`config.mk`:
```
export PLATFORM = sky130hd
export DESIGN_NAME = pvh_div
export DESIGN_NICKNAME = d
export VERILOG_FILES = /design/src/sv/pvh_pkg.sv /design/src/sv/pvh_div.sv
export SDC_FILE = /design/constraint.sdc
export NUM_CORES = 1
export LEC_CHECK = 0
export ABC_AREA = 1
export BUFFER_PORTS_ARGS = -buffer_cell sky130_fd_sc_hd__clkbuf_2
export CORE_MARGIN = 2
export CORE_UTILIZATION = 56
export CTS_BUF_LIST = sky130_fd_sc_hd__clkbuf_16
export DETAILED_ROUTE_END_ITERATION = 16
export GPL_ROUTABILITY_DRIVEN = 0
export PLACE_DENSITY = 0.8
export SLEW_MARGIN = 10
export SYNTH_ARGS = -nofsm -noshare
export SYNTH_HDL_FRONTEND = slang
export SYNTH_SLANG_ARGS = --single-unit
```
`constraint.sdc`:
```
create_clock -name clk_i -period 3.8 [get_ports clk_i]
set_input_delay 0.38 -clock clk_i [delete_from_list [all_inputs] [get_ports clk_i]]
set_output_delay 0.38 -clock clk_i [all_outputs]
set_load 0.01 [all_outputs]
```
`src/sv/pvh_pkg.sv`:
```
// ----------------------------------------------------------------------------
// pvh_pkg
// Shared types and fixed field widths of the point voxel histogram.
// ----------------------------------------------------------------------------
`timescale 1ns / 1ps

package pvh_pkg;

  localparam int GRID_W    = 13;  // grid size registers and per-axis bin numbers
  localparam int THR_W     = 16;  // occupancy threshold register
  localparam int IDX_W     = 12;  // read_index and voxel_index fields
  localparam int CNT_OUT_W = 16;  // count field
  localparam int OP_W      = 2;   // operation field
  localparam int Q_CNT_W   = 4;   // divider step counter, holds GRID_W - 1

  typedef enum logic [OP_W-1:0] {
    OP_ADD   = 2'd0,
    OP_READ  = 2'd1,
    OP_CLEAR = 2'd2
  } op_e;

  typedef enum logic [2:0] {
    CFG_ORIGIN_X   = 3'd0,
    CFG_ORIGIN_Y   = 3'd1,
    CFG_ORIGIN_Z   = 3'd2,
    CFG_VOXEL_SIZE = 3'd3,
    CFG_GRID_X     = 3'd4,
    CFG_GRID_Y     = 3'd5,
    CFG_GRID_Z     = 3'd6,
    CFG_THRESHOLD  = 3'd7
  } cfg_idx_e;

  typedef enum logic [1:0] {
    AXIS_X = 2'd0,
    AXIS_Y = 2'd1,
    AXIS_Z = 2'd2
  } axis_e;

  // Divider status toward the sequencer.
  typedef struct packed {
    logic done;
    logic ovf;
  } div_stat_t;

  // Count store commands from the sequencer.
  typedef struct packed {
    logic rd;
    logic wr;
    logic clear;
  } mem_ctrl_t;

endpackage

```
`src/sv/pvh_div.sv`:
```
// ----------------------------------------------------------------------------
// pvh_div
// Restoring divider producing a GRID_W-bit quotient, one bit per cycle, with
// an up-front overflow check for quotients that do not fit.
// ----------------------------------------------------------------------------
`timescale 1ns / 1ps

module pvh_div #(
  parameter int DW = 24
) (
  input  logic                    clk_i,
  input  logic                    rst_ni,
  input  logic                    start_i,
  input  logic [DW-1:0]           dividend_i,
  input  logic [DW-2:0]           divisor_i,
  output pvh_pkg::div_stat_t      stat_o,
  output logic [pvh_pkg::GRID_W-1:0] quot_o
);
  import pvh_pkg::*;

  localparam int ACC_W = DW + GRID_W;

  typedef enum logic [2:0] {
    D_IDLE  = 3'b001,
    D_CHECK = 3'b010,
    D_SHIFT = 3'b100
  } dstate_e;

  dstate_e              state_q, state_d;
  logic [ACC_W-1:0]     acc_q;
  logic [DW-2:0]        dvs_q;
  logic [Q_CNT_W-1:0]   cnt_q, cnt_d;
  logic                 done_q, done_d;
  logic                 ovf_q, ovf_d;

  logic [DW-1:0]        hi;
  logic [GRID_W-1:0]    lo;
  logic [DW-1:0]        opa;
  logic [DW:0]          diff;
  logic                 ge;

  assign hi = acc_q[ACC_W-1:GRID_W];
  assign lo = acc_q[GRID_W-1:0];

  // The check step compares the top part against the divisor unshifted: if it
  // is not smaller, the quotient needs more than GRID_W bits.
  assign opa  = (state_q == D_CHECK) ? hi : {hi[DW-2:0], lo[GRID_W-1]};
  assign diff = {1'b0, opa} - {2'b00, dvs_q};
  assign ge   = ~diff[DW];

  always_comb begin
    state_d = state_q;
    cnt_d   = cnt_q;
    done_d  = 1'b0;
    ovf_d   = ovf_q;
    case (state_q)
      D_IDLE: begin
        if (start_i) begin
          state_d = D_CHECK;
          ovf_d   = 1'b0;
        end
      end
      D_CHECK: begin
        if (ge) begin
          done_d  = 1'b1;
          ovf_d   = 1'b1;
          state_d = D_IDLE;
        end else begin
          cnt_d   = Q_CNT_W'(GRID_W - 1);
          state_d = D_SHIFT;
        end
      end
      D_SHIFT: begin
        if (cnt_q == '0) begin
          done_d  = 1'b1;
          state_d = D_IDLE;
        end else begin
          cnt_d = cnt_q - 1'b1;
        end
      end
      default: state_d = D_IDLE;
    endcase
  end

  always_ff @(posedge clk_i or negedge rst_ni) begin
    if (!rst_ni) begin
      state_q <= D_IDLE;
      cnt_q   <= '0;
      done_q  <= 1'b0;
      ovf_q   <= 1'b0;
    end else begin
      state_q <= state_d;
      cnt_q   <= cnt_d;
      done_q  <= done_d;
      ovf_q   <= ovf_d;
    end
  end

  always_ff @(posedge clk_i) begin
    if (state_q == D_IDLE && start_i) begin
      acc_q <= ACC_W'(dividend_i);
      dvs_q <= divisor_i;
    end else if (state_q == D_SHIFT) begin
      acc_q <= {(ge ? diff[DW-1:0] : opa), lo[GRID_W-2:0], ge};
    end
  end

  assign stat_o.done = done_q;
  assign stat_o.ovf  = ovf_q;
  assign quot_o      = lo;

endmodule

```
==> flow_summary.yaml, run 1 <==
outcome:
  status: "finished clean"
sta:
  setup_violations: 0
  max_freq_ghz: 0.294
  worst_clock_skew_ps: 7.92
  hold_viol: 0
  fin_crit_sh_pct: 89.5
  final.setup.worst_slack_ps: 399
  max-slew-margin-rel_pct: 29.4
  worst_pin_slew_ps: 1060
  setup-tns-final_ps: 0
  fin_crit_ps: 3400
  rsz0062_at_grt: "false"
  slew_viol_final: 0
placement:
  place_area_mm2: 0.00545
  hpwlAfterDp_mm: 9.13
  port_buffers: 64
  place_worst_setup_slack_ps: 475
route:
  vias: 4965
  drtPass1Iterations: 6
  via_per_inst: 5.29
  drtIter0Drc: 394
  route.detailed.drc: 0
  wire_per_inst_um: 13.4
  ant_nets: 0
  routed_wl_mm: 12.6
worst_setup_path:
  worst_setup_path_end_kind: "register"
  crit_end: "acc_q[0]"
  critPathMaxFanout: 34
  cp-start-kind: "register"
  reg2reg_slack_ps: 400
  reg2reg_depth: 15
  rr_endpoint: "acc_q[0]"
  critPathLaunch: "state_q[0]"
  timing.rr.start: "state_q[0]"
  critPathKind: "register to register"
  arrival_ps: 3480
  critPathRequiredTime_ps: 3880
clock_network:
  cts-root-buf: "clkbuf_16"
  cts_resized: 0
  clkSinkCount: 69
  cts_buffers: 9
  clkSlewWorstSetupHoldPaths_ps: 60
  cts_buffer_depth: 2
  post_cts_buffers: 0
  h-tree-depth: 3
  clk_latency_ps: 330
  cts_tree: "yes"
logic_synthesis:
  ys_types: 40
  yosys_warnings: 0
  syn-num-nets: 849
  synth.ff_latch_count: 69
  async_reset_ff_share_pct: 13.0
  syn_area_per_cell_um2: 6.67
  syn_inst: 774
  synth-main-ff-cell: "edfxtp_1"
  yosysSeqAreaShare_pct: 36.7
  syn_area_mm2: 0.00516
  synth_edf_count: 47
finish:
  fin_nets: 898
  antenna_cells: 0
  area_growth_pct: 11.0
  drive_above_1_share_pct: 13.0
  stdcell_area_mm2: 0.00574
global_route:
  grt.total_usage_pct: 26.3
  grt-ovfl-total: 0
  grt_pass1_wl_mm: 21.0
  antenna_found_initial: 0
  grt_pass1_vias: 4730
  grt_max_degree: 50
hold_path:
  hp-class: "primary input to register"
floorplan:
  core_area_mm2: 0.00911
  dieArea_mm2: 0.0100
  num_io_pins: 65
  die_w_um: 100
  dieHeight_um: 100
  rows: 35
  start_util_pct: 56.7
power_and_ir_drop:
  vdd_drop_max_mv: 0.499
  comb_power_share_pct: 53.8
  power.total_w: 0.00434
  clkPwrFrac_pct: 18.0
  p_leak_nw: 3.16
  intPower_w: 0.00231
  p_seq_share_pct: 28.2
  p_switching_w: 0.00203
  p_sw_share_pct: 46.7
  p_per_area_mw_per_mm2: 757
flow_run:
  cap_violations: 0
==> critical path, stage by stage (launching register included) <==
cell and delay (ps):
dfstp_2 540, inv_1 70, nand3_4 270, inv_2 240, o21ai_0 300, ha_1 340
nand2_1 150, inv_1 70, a21oi_1 170, nand2_2 90, nand2_1 110, nand2_2 90
nand2_4 200, nand2_8 180, nor2_4 240, nor2_1 70
==> worst min-delay path by stage <==
stage | from | slack (ps) | endpoint | cells past startpoint
floorplan | rst_ni | 80 | cnt_q[0] | 0
global placement | rst_ni | 240 | done_q | 1
detailed placement | rst_ni | 250 | done_q | 1
CTS | divisor_i[16] | 220 | dvs_q[16] | 1
global route | divisor_i[21] | 210 | dvs_q[21] | 1
finish | divisor_i[16] | 220 | dvs_q[16] | 1
==> Yosys cell counts, types with 2 or more instances <==
cell      number  area (um2)
a21oi_1       20         100
nand4_1        5        31.3
clkbuf_1       8        30.0
buf_4         17         128
dfrtp_1        8         200
nor2_2         3        18.8
edfxtp_1      47        1410
nand2_1      301        1130
nor3_1         3        15.0
nand3b_1       4        30.0
nand3_1       64         320
buf_2          3        15.0
or2_2          4        25.0
nand2_2        6        37.5
ha_1          24         300
and2_1         2        12.5
dfxtp_1       13         260
o21ai_0       34         170
nor2_1        33         124
inv_1        149         559
inv_2          4        15.0
o21ai_1        4        20.0
==> state kept, by name, summed over array words and instances (netlist names) <==
signal and cells:
done_q 1, state_q 3, acc_q 37, cnt_q 4, ovf_q 1, dvs_q 23
==> logic make-up (layout without fill, tap and decap cells) <==
group           after synthesis  after routing  share of synthesized area, %
simple gates                432            432                          35.3
buf+inv                     183            237                          15.0
flops                        69             69                          36.7
compound gates               62             62                          6.23
fa+ha+maj                    25             25                          6.20
xor+xnor                      2              2                         0.339
mux                           1              1                         0.194
==> metrics by stage <==
step | hold WS, ps | instances | util (%)
6_report | 217 | 939 | 63.0
5_1_grt | 208 | 939 | 63.0
4_1_cts | 216 | 939 | 63.0
3_5_place_dp | 251 | 922 | 59.9
3_3_place_gp | 241 | 922 | 59.9
2_1_floorplan | 84.4 | 774 | -
==> cell type report <==
class	count	area [um2]
well taps	111	139
fillers	838	3370
clock buffers	9	225
multi-input cells	522	2500
repair buffers	68	353
flip-flops and latches	69	1900
clock inverters	7	47.5
inverters	153	574
==> layer usage <==
layer / share of wire [%] / track usage [%] / vias to the layer above
li1: - / - / 2477
met1: 43 / 34.5 / 2201
met2: 46 / 43.4 / 238
met3: 7.6 / 4.25 / 49
met4: 3.7 / 11.3 / 0
met5: 0 / 0 / -
==> power by group through the flow <==
stage,registers [W],clock network (W),logic [W]
3_3_place_gp,0.00123,0,0.00216
2_1_floorplan,0.00120,0,0.00176
6_report,0.00122,0.000783,0.00233
5_1_grt,0.00125,0.000827,0.00261
4_1_cts,0.00122,0.000788,0.00228
3_5_place_dp,0.00124,0,0.00223
==> layout by cell type, fill, tap and decap left out, types with 2 or more instances in the layout <==
cell       count
dfrtp_1        8
clkbuf_16      9
and2_1         2
nand3b_1       4
nand2_2        6
a21oi_1       20
clkbuf_2      64
nand3_1       64
clkinv_2       2
nand4_1        5
o21ai_1        4
inv_4          2
inv_1        149
or2_2          4
o21ai_0       34
buf_4          3
nor2_1        33
dfxtp_1       13
ha_1          24
nor2_2         3
nand2_1      301
nor3_1         2
edfxtp_1      47
inv_2          4
==> repair_timing <==
action	4_1_cts	5_1_grt
setup endpoints to repair	0	0
hold endpoints to repair	8	0
hold buffers	1	0
Power figures use the tool's default switching activity.
==> run 2: changes to the inputs <==
Settings changed: CORE_ASPECT_RATIO set to 0.6.
==> run 2 against run 1 <==
Fmax is 0.69% lower; sequential share of layout area is 0.18 points lower; first-iteration DRC count grew 59%; sequential cell count unchanged; clock skew decreased by 3.9 ps; clock-buffer cell count stayed put; global-route usage up 1.4 points; core utilization is 0.73 points higher.
==> flow_summary.yaml, run 2 (synthesized netlist as in run 1, its figures left out) <==
global_route:
  use_met3_pct: 7.23
  grt_max_degree: 50
  grt_pass1_wl_mm: 21.5
  use_met2_pct: 39.4
  grt.total_usage_pct: 27.7
  gr-usage-met1_pct: 41.6
  grt_pass1_vias: 4459
  grt-ovfl-total: 0
  antenna_found_initial: 0
  grt_busiest_layer: "met1"
floorplan:
  start_util_pct: 57.0
  dieHeight_um: 78.4
  dieArea_mm2: 0.0100
  num_io_pins: 65
  rows: 27
  core_area_mm2: 0.00905
  die_w_um: 128
placement:
  place_area_mm2: 0.00546
  port_buffers: 64
  place_worst_setup_slack_ps: 471
  hpwlAfterDp_mm: 9.70
worst_setup_path:
  critPathKind: "register to register"
  critPathRequiredTime_ps: 4010
  critPathMaxFanout: 34
  reg2reg_depth: 16
  arrival_ps: 3630
  reg2reg_slack_ps: 380
  worst_setup_path_end_kind: "register"
  cp-start-kind: "register"
route:
  routed_wl_mm: 13.1
  vias: 4989
  route.detailed.drc: 0
  ant_nets: 0
  wire_per_inst_um: 13.9
  via_per_inst: 5.28
  drtPass1Iterations: 5
  drtIter0Drc: 626
clock_network:
  clk_latency_ps: 340
  clkSlewWorstSetupHoldPaths_ps: 60
  cts_buffer_depth: 2
  post_cts_buffers: 0
  clkSinkCount: 69
  h-tree-depth: 3
  cts-root-buf: "clkbuf_16"
  cts_tree: "yes"
  cts_resized: 0
  cts_buffers: 9
  ctsHoldBuffers: 1
outcome:
  status: "finished clean"
sta:
  final.setup.worst_slack_ps: 375
  rsz0062_at_grt: "false"
  setup-tns-final_ps: 0
  worst_pin_slew_ps: 1020
  hold_viol: 0
  worst_clock_skew_ps: 4.05
  max-slew-margin-rel_pct: 32.2
  fin_crit_sh_pct: 90.1
  setup_violations: 0
  fin_crit_ps: 3420
  max_freq_ghz: 0.292
  hold_slack_ps: 208
  slew_viol_final: 0
finish:
  area_growth_pct: 11.7
  largest_register_ffs: 37
  stdcell_area_mm2: 0.00577
  drive_above_1_share_pct: 13.0
  regMostFlops: "acc_q"
  mostFrequentLayoutCells: "nand2_1, inv_1, nand3_1, clkbuf_2, edfxtp_1"
  antenna_cells: 0
  reg_top3: "acc_q x37, dvs_q x23, cnt_q x4"
  final_common_cell: "nand2_1"
  fin_nets: 898
hold_path:
  holdPathStages: 1
  hp-class: "primary input to register"
power_and_ir_drop:
  p_per_area_mw_per_mm2: 770
  p_leak_nw: 3.17
  vdd_drop_max_mv: 0.437
flow_run:
  cap_violations: 0
[run 2: cell type report]
cell class              instances  area [um2]
flip-flops and latches         69        1900
clock inverters                 7        72.6
repair buffers                 68         353
well taps                     116         145
multi-input cells             522        2500
inverters                     153         574
clock buffers                   9         225
fillers                       785        3290
[run 2: per-stage QoR]
| stage | total power, W | instances | util [%] |
|---|---|---|---|
| finish | 0.00444 | 944 | 63.7 |
| global route | 0.00479 | 944 | 63.7 |
| CTS | 0.00438 | 944 | 63.7 |
| detailed placement | 0.00350 | 927 | 60.3 |
| global placement | 0.00342 | 927 | 60.3 |
| floorplan | 0.00297 | 774 | - |
[run 2: worst max-delay path, stage by stage, from the launching register on]
cell and delay (ps):
dfstp_2 530, inv_1 70, nand3_4 280, inv_2 240, o21ai_0 330, ha_1 360
nand2_2 130, inv_1 40, nand2_1 50, nand2_1 70, a21oi_1 230, nand2_2 110
nand2_4 200, nand2_8 190, nor2_4 250, nand2_1 90, nand3_1 80
[run 2: worst paths after layout]
check	from	endpoint
max reg2reg	state_q[0]	acc_q[18]
max in group asynchronous	rst_ni	state_q[0]
min in group asynchronous	rst_ni	cnt_q[2]
max	state_q[0]	acc_q[18]
min reg2reg	acc_q[31]	acc_q[31]
min	divisor_i[5]	dvs_q[5]
[run 2: layer usage]
layer / wire length, um / part of all wire, %
met4: 194 / 1.5
met1: 6160 / 47
met2: 5260 / 40
met3: 1520 / 12
met5: 0 / 0
[run 2: power breakdown]
part / internal, W / switching, W
Combinational: 0.000747 / 0.00160
Sequential: 0.00112 / 0.000110
Clock: 0.000512 / 0.000347
Total: 0.00238 / 0.00206
